**src/sv/bb64_pkg.sv**
```systemverilog
`timescale 1ns / 1ps

package bb64_pkg;

    typedef enum logic [2:0] {
        CLS_SYM   = 3'd0,
        CLS_SKIP  = 3'd1,
        CLS_OPEN  = 3'd2,
        CLS_AMP   = 3'd3,
        CLS_CLOSE = 3'd4,
        CLS_BAD   = 3'd5
    } bb64_cls_t;

    typedef struct packed {
        logic      last;
        bb64_cls_t cls;
        logic [5:0] sym;
    } bb64_item_t;

    localparam logic [7:0] CH_OPEN  = 8'h5B;
    localparam logic [7:0] CH_AMP   = 8'h26;
    localparam logic [7:0] CH_CLOSE = 8'h5D;
    localparam logic [7:0] CH_PAD   = 8'h3D;
    localparam logic [7:0] CH_SPACE = 8'h20;
    localparam logic [7:0] CH_CR    = 8'h0D;
    localparam logic [7:0] CH_LF    = 8'h0A;
    localparam logic [7:0] CH_PLUS  = 8'h2B;
    localparam logic [7:0] CH_SLASH = 8'h2F;

    localparam logic [2:0] ST_OK        = 3'd0;
    localparam logic [2:0] ST_NO_OPEN   = 3'd1;
    localparam logic [2:0] ST_NO_CLOSE  = 3'd2;
    localparam logic [2:0] ST_BAD_CHAR  = 3'd3;
    localparam logic [2:0] ST_SHORT     = 3'd4;
    localparam logic [2:0] ST_WRONG_TYP = 3'd5;
    localparam logic [2:0] ST_ZERO_ID   = 3'd6;

    localparam logic [7:0] TYPE_RESET = 8'h02;
    localparam logic [2:0] NEED_BYTES = 3'd5;
    localparam int         OUT_W      = 32;

    function automatic bb64_item_t classify(input logic [7:0] c, input logic last);
        bb64_item_t it;
        it.last = last;
        it.sym  = 6'd0;
        it.cls  = CLS_BAD;
        if (c >= 8'h41 && c <= 8'h5A) begin
            it.cls = CLS_SYM;
            it.sym = 6'(c - 8'h41);
        end else if (c >= 8'h61 && c <= 8'h7A) begin
            it.cls = CLS_SYM;
            it.sym = 6'(c - 8'h47);
        end else if (c >= 8'h30 && c <= 8'h39) begin
            it.cls = CLS_SYM;
            it.sym = 6'(c + 8'd4);
        end else if (c == CH_PLUS) begin
            it.cls = CLS_SYM;
            it.sym = 6'd62;
        end else if (c == CH_SLASH) begin
            it.cls = CLS_SYM;
            it.sym = 6'd63;
        end else if (c == CH_OPEN) begin
            it.cls = CLS_OPEN;
        end else if (c == CH_AMP) begin
            it.cls = CLS_AMP;
        end else if (c == CH_CLOSE) begin
            it.cls = CLS_CLOSE;
        end else if (c == CH_PAD || c == CH_SPACE || c == CH_CR || c == CH_LF) begin
            it.cls = CLS_SKIP;
        end
        return it;
    endfunction

endpackage

```
**src/sv/bracketed_base64_link_id_extractor.sv**
```systemverilog
`timescale 1ns / 1ps

// Extracts a bracketed base64 link id from a byte stream: one byte per cycle in, one result
// transaction per string (on the byte with s_tlast). Bytes are classified at the input and
// queued in a FIFO_DEPTH-entry FIFO; the parser drains one byte per cycle but holds a last
// byte while an earlier result is untaken, so s_tready only drops when the FIFO fills behind
// a stalled result. m_tvalid rises once a string's last byte is parsed into the output
// register, where the result sits, so input keeps flowing while it waits to be taken.
// expected_type resets to 2; write it over cfg_* only while idle: the block does not enforce it.
module bracketed_base64_link_id_extractor #(
    parameter int FIFO_DEPTH = 4
) (
    input  logic        aclk,
    input  logic        aresetn,
    input  logic        s_tvalid,
    output logic        s_tready,
    input  logic [7:0]  s_tdata,   // [7:0] char_code
    input  logic        s_tlast,   // last_char
    output logic        m_tvalid,
    input  logic        m_tready,
    output logic [31:0] m_tdata,   // [0] found, [3:1] status, [27:4] item_id, [31:28] zero
    input  logic        cfg_valid,
    output logic        cfg_ready,
    input  logic [7:0]  cfg_data   // [7:0] expected_type
);
    import bb64_pkg::*;

    logic [7:0] exp_type_reg;
    logic       fq_valid, fq_full, bq_valid, bq_pop;
    bb64_item_t fq_item, bq_item;

    assign cfg_ready = 1'b1;

    always_ff @(posedge aclk) begin
        if (!aresetn) begin
            exp_type_reg <= TYPE_RESET;
        end else if (cfg_valid) begin
            exp_type_reg <= cfg_data;
        end
    end

    bb64_front u_front (
        .s_tvalid (s_tvalid),
        .s_tready (s_tready),
        .s_tdata  (s_tdata),
        .s_tlast  (s_tlast),
        .q_valid  (fq_valid),
        .q_item   (fq_item),
        .q_full   (fq_full)
    );

    bb64_fifo #(
        .WIDTH ($bits(bb64_item_t)),
        .DEPTH (FIFO_DEPTH)
    ) u_fifo (
        .aclk     (aclk),
        .aresetn  (aresetn),
        .wr_valid (fq_valid),
        .wr_data  (fq_item),
        .full     (fq_full),
        .rd_valid (bq_valid),
        .rd_data  (bq_item),
        .rd_en    (bq_pop)
    );

    bb64_back u_back (
        .aclk          (aclk),
        .aresetn       (aresetn),
        .q_valid       (bq_valid),
        .q_item        (bq_item),
        .q_pop         (bq_pop),
        .expected_type (exp_type_reg),
        .m_tvalid      (m_tvalid),
        .m_tready      (m_tready),
        .m_tdata       (m_tdata)
    );

endmodule

```
**src/sv/bb64_fifo.sv**
```systemverilog
`timescale 1ns / 1ps

module bb64_fifo #(
    parameter int WIDTH = 10,
    parameter int DEPTH = 4
) (
    input  logic             aclk,
    input  logic             aresetn,
    input  logic             wr_valid,
    input  logic [WIDTH-1:0] wr_data,
    output logic             full,
    output logic             rd_valid,
    output logic [WIDTH-1:0] rd_data,
    input  logic             rd_en
);
    localparam int PW = (DEPTH > 1) ? $clog2(DEPTH) : 1;
    localparam int CW = $clog2(DEPTH + 1);

    logic [WIDTH-1:0] mem_reg [DEPTH];
    logic [PW-1:0]    wr_ptr_reg, wr_ptr_next;
    logic [PW-1:0]    rd_ptr_reg, rd_ptr_next;
    logic [CW-1:0]    count_reg, count_next;
    logic             push, pop;

    assign full     = (count_reg == CW'(DEPTH));
    assign rd_valid = (count_reg != '0);
    assign rd_data  = mem_reg[rd_ptr_reg];
    assign push     = wr_valid && !full;
    assign pop      = rd_en && rd_valid;

    always_comb begin
        wr_ptr_next = wr_ptr_reg;
        rd_ptr_next = rd_ptr_reg;
        count_next  = count_reg;
        if (push) begin
            wr_ptr_next = (wr_ptr_reg == PW'(DEPTH - 1)) ? '0 : wr_ptr_reg + 1'b1;
        end
        if (pop) begin
            rd_ptr_next = (rd_ptr_reg == PW'(DEPTH - 1)) ? '0 : rd_ptr_reg + 1'b1;
        end
        unique case ({push, pop})
            2'b10:   count_next = count_reg + 1'b1;
            2'b01:   count_next = count_reg - 1'b1;
            default: count_next = count_reg;
        endcase
    end

    always_ff @(posedge aclk) begin
        if (!aresetn) begin
            wr_ptr_reg <= '0;
            rd_ptr_reg <= '0;
            count_reg  <= '0;
        end else begin
            wr_ptr_reg <= wr_ptr_next;
            rd_ptr_reg <= rd_ptr_next;
            count_reg  <= count_next;
        end
    end

    always_ff @(posedge aclk) begin
        if (push) begin
            mem_reg[wr_ptr_reg] <= wr_data;
        end
    end

endmodule

```
**src/sv/bb64_front.sv**
```systemverilog
`timescale 1ns / 1ps

module bb64_front (
    input  logic                s_tvalid,
    output logic                s_tready,
    input  logic [7:0]          s_tdata,   // [7:0] char_code
    input  logic                s_tlast,   // last_char
    output logic                q_valid,
    output bb64_pkg::bb64_item_t q_item,
    input  logic                q_full
);
    import bb64_pkg::*;

    assign s_tready = !q_full;
    assign q_valid  = s_tvalid;
    assign q_item   = classify(s_tdata, s_tlast);

endmodule

```
**src/sv/bb64_back.sv**
```systemverilog
`timescale 1ns / 1ps

module bb64_back (
    input  logic                 aclk,
    input  logic                 aresetn,
    input  logic                 q_valid,
    input  bb64_pkg::bb64_item_t q_item,
    output logic                 q_pop,
    input  logic [7:0]           expected_type,
    output logic                 m_tvalid,
    input  logic                 m_tready,
    output logic [31:0]          m_tdata    // [0] found, [3:1] status, [27:4] item_id
);
    import bb64_pkg::*;

    typedef enum logic [5:0] {
        PH_SEEK       = 6'b000001,
        PH_BRACKET    = 6'b000010,
        PH_DECODE     = 6'b000100,
        PH_CLOSED     = 6'b001000,
        PH_BAD        = 6'b010000,
        PH_BAD_CLOSED = 6'b100000
    } phase_t;

    phase_t      phase_reg, phase_next;
    logic [5:0]  res_bits_reg, res_bits_next;
    logic [2:0]  res_cnt_reg, res_cnt_next;
    logic [2:0]  dec_cnt_reg, dec_cnt_next;
    logic [7:0]  type_reg, type_next;
    logic [23:0] id_reg, id_next;
    logic        out_valid_reg, out_valid_next;
    logic [31:0] out_data_reg, out_data_next;

    logic [11:0] acc;
    logic [7:0]  byte_val;
    logic        byte_ok;
    logic [2:0]  status;
    logic        take;

    assign take     = q_valid && (!q_item.last || !out_valid_reg || m_tready);
    assign q_pop    = take;
    assign m_tvalid = out_valid_reg;
    assign m_tdata  = out_data_reg;
    assign acc      = {res_bits_reg, q_item.sym};

    always_comb begin
        phase_next     = phase_reg;
        res_bits_next  = res_bits_reg;
        res_cnt_next   = res_cnt_reg;
        dec_cnt_next   = dec_cnt_reg;
        type_next      = type_reg;
        id_next        = id_reg;
        out_valid_next = out_valid_reg && !m_tready;
        out_data_next  = out_data_reg;
        byte_val       = 8'd0;
        byte_ok        = 1'b0;
        status         = ST_NO_OPEN;

        if (take) begin
            unique case (phase_reg)
                PH_BRACKET: begin
                    if (q_item.cls == CLS_AMP) begin
                        phase_next = PH_DECODE;
                    end else if (q_item.cls != CLS_OPEN) begin
                        phase_next = PH_SEEK;
                    end
                end
                PH_DECODE: begin
                    priority if (q_item.cls == CLS_CLOSE) begin
                        phase_next = PH_CLOSED;
                    end else if (q_item.cls == CLS_SKIP) begin
                        phase_next = PH_DECODE;
                    end else if (q_item.cls == CLS_SYM) begin
                        unique case (res_cnt_reg)
                            3'd2: begin
                                byte_val      = acc[7:0];
                                byte_ok       = 1'b1;
                                res_bits_next = 6'd0;
                                res_cnt_next  = 3'd0;
                            end
                            3'd4: begin
                                byte_val      = acc[9:2];
                                byte_ok       = 1'b1;
                                res_bits_next = {4'd0, acc[1:0]};
                                res_cnt_next  = 3'd2;
                            end
                            3'd6: begin
                                byte_val      = acc[11:4];
                                byte_ok       = 1'b1;
                                res_bits_next = {2'd0, acc[3:0]};
                                res_cnt_next  = 3'd4;
                            end
                            default: begin
                                res_bits_next = q_item.sym;
                                res_cnt_next  = 3'd6;
                            end
                        endcase
                    end else begin
                        phase_next = PH_BAD;
                    end
                end
                PH_CLOSED, PH_BAD_CLOSED: begin
                    phase_next = phase_reg;
                end
                PH_BAD: begin
                    if (q_item.cls == CLS_CLOSE) begin
                        phase_next = PH_BAD_CLOSED;
                    end
                end
                default: begin
                    phase_next = (q_item.cls == CLS_OPEN) ? PH_BRACKET : PH_SEEK;
                end
            endcase

            if (byte_ok) begin
                unique case (dec_cnt_reg)
                    3'd0:    type_next = byte_val;
                    3'd2:    id_next[7:0]   = byte_val;
                    3'd3:    id_next[15:8]  = byte_val;
                    3'd4:    id_next[23:16] = byte_val;
                    default: id_next = id_reg;
                endcase
                if (dec_cnt_reg < NEED_BYTES) begin
                    dec_cnt_next = dec_cnt_reg + 3'd1;
                end
            end

            if (q_item.last) begin
                priority if (phase_next == PH_CLOSED) begin
                    priority if (dec_cnt_next < NEED_BYTES) begin
                        status = ST_SHORT;
                    end else if (type_next != expected_type) begin
                        status = ST_WRONG_TYP;
                    end else if (id_next == 24'd0) begin
                        status = ST_ZERO_ID;
                    end else begin
                        status = ST_OK;
                    end
                end else if (phase_next == PH_BAD_CLOSED) begin
                    status = ST_BAD_CHAR;
                end else if (phase_next == PH_DECODE || phase_next == PH_BAD) begin
                    status = ST_NO_CLOSE;
                end else begin
                    status = ST_NO_OPEN;
                end
                out_valid_next = 1'b1;
                out_data_next  = {4'd0, (status == ST_OK) ? id_next : 24'd0,
                                  status, status == ST_OK};
                phase_next     = PH_SEEK;
                res_bits_next  = 6'd0;
                res_cnt_next   = 3'd0;
                dec_cnt_next   = 3'd0;
                type_next      = 8'd0;
                id_next        = 24'd0;
            end
        end
    end

    always_ff @(posedge aclk) begin
        if (!aresetn) begin
            phase_reg     <= PH_SEEK;
            res_bits_reg  <= '0;
            res_cnt_reg   <= '0;
            dec_cnt_reg   <= '0;
            type_reg      <= '0;
            id_reg        <= '0;
            out_valid_reg <= 1'b0;
        end else begin
            phase_reg     <= phase_next;
            res_bits_reg  <= res_bits_next;
            res_cnt_reg   <= res_cnt_next;
            dec_cnt_reg   <= dec_cnt_next;
            type_reg      <= type_next;
            id_reg        <= id_next;
            out_valid_reg <= out_valid_next;
        end
    end

    always_ff @(posedge aclk) begin
        out_data_reg <= out_data_next;
    end

endmodule

```
**config.mk**
```make
export PLATFORM = sky130hd
export DESIGN_NAME = bracketed_base64_link_id_extractor
export DESIGN_NICKNAME = d
export VERILOG_FILES = /design/src/sv/bb64_pkg.sv /design/src/sv/bracketed_base64_link_id_extractor.sv /design/src/sv/bb64_fifo.sv /design/src/sv/bb64_front.sv /design/src/sv/bb64_back.sv
export SDC_FILE = /design/constraint.sdc
export NUM_CORES = 1
export LEC_CHECK = 0
export BUFFER_PORTS_ARGS = -buffer_cell sky130_fd_sc_hd__buf_2
export CAP_MARGIN = 20
export CORE_MARGIN = 2
export CORE_UTILIZATION = 55
export CTS_CLUSTER_SIZE = 10
export DETAILED_ROUTE_END_ITERATION = 8
export PLACE_DENSITY = 0.74
export REMOVE_ABC_BUFFERS = 1
export SLEW_MARGIN = 20
export SYNTH_ARGS = -nofsm -noshare
export SYNTH_HDL_FRONTEND = slang
export SYNTH_SLANG_ARGS = --single-unit
export TNS_END_PERCENT = 30
```
**constraint.sdc**
```tcl
create_clock -name aclk -period 7.5 [get_ports aclk]
set_input_delay 0.75 -clock aclk [delete_from_list [all_inputs] [get_ports aclk]]
set_output_delay 0.75 -clock aclk [all_outputs]
set_load 0.02 [all_outputs]
```
==> results.json <==
{
  "status": "finished clean",
  "place_area_um2": 7979,
  "peakVddDrop_uv": 196.2,
  "hold_viol_final": 0,
  "arrival_ns": 4.86,
  "track_usage_pct": 25.13,
  "synth_top_family_by_area": "simple AND/OR/NAND/NOR gates",
  "root_buffer": "clkbuf_16",
  "seqPwrFrac_pct": 39.7,
  "required_ns": 7.65,
  "min_path_type": "reg2reg",
  "setup_tns_ns": 0,
  "clock-skew-final_ns": 0.007329,
  "holdPathStages": 2,
  "internal-power_mw": 1.610,
  "start_kind": "flop",
  "r2r-end": "u_back.m_tdata[23]$_SDFFCE_PP0P_",
  "yosysSeqAreaShare_pct": 44.13,
  "synth_adder_area_share_pct": 3.852,
  "slew_violations": 0,
  "io_pins": 57,
  "die-area_um2": 14900,
  "via_count": 6123,
  "place_congestion": 1.081,
  "r2r_slack_ns": 2.79,
  "finalPower_mw": 2.422,
  "relSlewSlack_pct": 31.59,
  "drive_above_1_share_pct": 17.14,
  "drc": 0,
  "dieWidth_um": 122.1,
  "cts.clk_slew.worst_paths_ns": 0.06,
  "synth_xor_area_share_pct": 0.6855,
  "synth_edf_count": 68,
  "cts_setup_buffers": 0,
  "antenna_found_initial": 0,
  "cap_violations": 0,
  "area_growth_pct": 11.85,
  "synthMuxAreaShare_pct": 5.386,
  "grt_max_degree": 66,
  "avgRoutedWirePerCell_um": 18.17,
  "diodes": 0,
  "tightest_slew_ns": 1.025,
  "first_global_vias": 5621,
  "fin_ws_ns": 2.786,
  "p_sw_share_pct": 33.53,
  "holdWs_ns": 0.4925,
  "synth_compound_area_share_pct": 16.73,
  "clkPwrFrac_pct": 33.8,
  "powerDensity_nw_per_um2": 282.5,
  "synth_cells": 764,
  "dp_hpwl_mm": 12.56,
  "setup_viol": 0,
  "async_flop_share_pct": 0,
  "die_h_um": 122.1,
  "grt_overflow": 0,
  "endpoint_kind": "flop",
  "coreArea_um2": 13770,
  "min_to": "u_back.res_bits_reg[5]$_SDFFE_PN0P_",
  "postSynthAreaPerCell_um2": 10.03,
  "portBuffers": 51,
  "power.switching_uw": 812.1,
  "combPwrFrac_pct": 26.5,
  "fin_crit_sh_pct": 62.85,
  "rows": 43,
  "htreeDepth": 4,
  "rsz0062_at_grt": "false",
  "fmax_mhz": 212.1,
  "cts_resized": 0,
  "final_antenna_net_count": 0,
  "dr.pass1.iters": 5,
  "min-delay-start": "u_back.res_bits_reg[5]$_SDFFE_PN0P_",
  "routed_wl_mm": 17.90,
  "syn_area_um2": 7666,
  "cts_buffers": 17,
  "worstRegToRegCells": 7,
  "ys_warn_count": 0,
  "final_area_um2": 8574,
  "worstPathMaxFanout": 26,
  "dp_slack_ns": 2.849,
  "synth-seq-cells": 135,
  "p_leak_nw": 2.894,
  "initial_core_util_pct": 55.66,
  "postCtsHoldBufs": 0,
  "tritoncts": "yes",
  "ys.flop_type": "edfxtp_1",
  "clock_latency_ns": 0.43,
  "cts.path.max_buffers": 2,
  "yosysUniqueCellTypes": 80,
  "yosys.area_share.simple_pct": 24.16,
  "largest_reg_flops": 40,
  "min_period_ns": 4.714,
  "grt_pass1_wl_mm": 28.93,
  "path_class": "reg2reg",
  "drtIter0Drc": 542,
  "numClockSinks": 135,
  "viasPerCell": 6.216,
  "nets": 837
}
-- placed cells by master (no fill, tap or decap), types with 4 or more instances in the layout --
cell type,count
ha_1,22
inv_1,27
nand2b_1,6
nor4_4,4
a211oi_1,5
nand3_1,15
o211a_1,4
mux2i_1,21
a31oi_1,6
edfxtp_1,68
a22oi_1,38
buf_2,51
xor2_1,4
o211ai_1,19
and2_1,8
mux4_2,6
a21oi_1,30
nor3_1,19
o21ai_1,5
and3_1,10
o21ai_0,26
mux2_2,4
conb_1,5
nor2_1,35
a2bb2oi_1,4
nand4_1,4
dfxtp_1,67
a21boi_0,11
nor2b_1,57
buf_4,8
nor4_1,10
nor4_2,25
nand2_1,75
clkbuf_16,19
nand3b_1,4
-- cell usage after synthesis (all sizes together) (6+ instances only) --
cell type  count  area, um2
nand2         75      281.5
edfxtp        68       2042
dfxtp         67       1341
nor2b         57      356.6
nor4          39      454.2
a22oi         38      285.3
nor2          36      135.1
clkbuf        33      123.9
o21ai         31      155.1
a21oi         30      150.1
inv           27      101.4
ha            22      275.3
buf           21      155.1
mux2i         21      210.2
nor3          19      95.09
o211ai        19      142.6
nand3         15      75.07
a21boi        11      82.58
and3          11      68.82
and2           9      56.31
a211oi         6      50.05
a31oi          6      37.54
mux2           6      67.56
mux4           6      135.1
nand2b         6      37.54
-- cell type report --
| cell class | instances | area [um2] |
|---|---|---|
| timing repair buffer | 60 | 326.6 |
| inverter | 27 | 101.3 |
| clock inverter | 7 | 62.56 |
| multi-input combinational | 551 | 3948 |
| clock buffer | 25 | 528.0 |
| sequential | 135 | 3383 |
| fill | 1132 | 5199 |
| tap | 180 | 225.2 |
-- routing by layer --
layer	GRT usage (%)	share of wire, %	vias up
li1	-	-	2913
met4	10.34	2.1	0
met5	0	0	-
met1	32.20	42	2910
met3	5.431	7.5	40
met2	41.31	48	260
-- metrics by stage --
step / std cells / util (%)
after CTS: 985 / 62.22
final: 985 / 62.25
after global placement: 952 / 57.84
after global routing: 985 / 62.25
after detailed placement: 953 / 57.93
after floorplan: 713 / -
-- kinds of logic after synthesis --
family,Yosys count
and+or+nand+nor,300
buffers and inverters,81
adders and majority gates,23
muxes,33
xor gates and xnor gates,6
other,2
DFF,135
AOI/OAI and AO/OA,184
-- critical path, stage by stage, from the launching register on --
cell	delay (ns)
dfxtp_1	0.99
mux4_2	0.72
or3_1	0.51
nor4_4	0.85
mux2i_1	0.20
nor4_2	0.34
and3_2	0.67
nor4_1	0.13
-- power groups by stage --
stage               Combinational [mW]  Clock [mW]  Sequential (mW)
floorplan                        0.373           0             1.03
global placement                 0.608           0            0.973
detailed placement               0.631           0            0.978
CTS                              0.635       0.824            0.964
global route                     0.692       0.859            0.977
finish                           0.642       0.818            0.962
-- worst max path at each step --
stage	from	end	slack [ns]	cells after the start
floorplan	flop	u_back.m_tdata[0]$_DFFE_PP_	2.30	7
global placement	flop	u_back.m_tdata[0]$_DFFE_PP_	2.55	7
detailed placement	flop	u_back.m_tdata[23]$_SDFFCE_PP0P_	2.85	7
CTS	flop	u_back.m_tdata[23]$_SDFFCE_PP0P_	2.81	7
global route	flop	u_back.m_tdata[0]$_DFFE_PP_	2.43	7
finish	flop	u_back.m_tdata[23]$_SDFFCE_PP0P_	2.79	7
No activity file was read; power rests on OpenSTA's default activity.
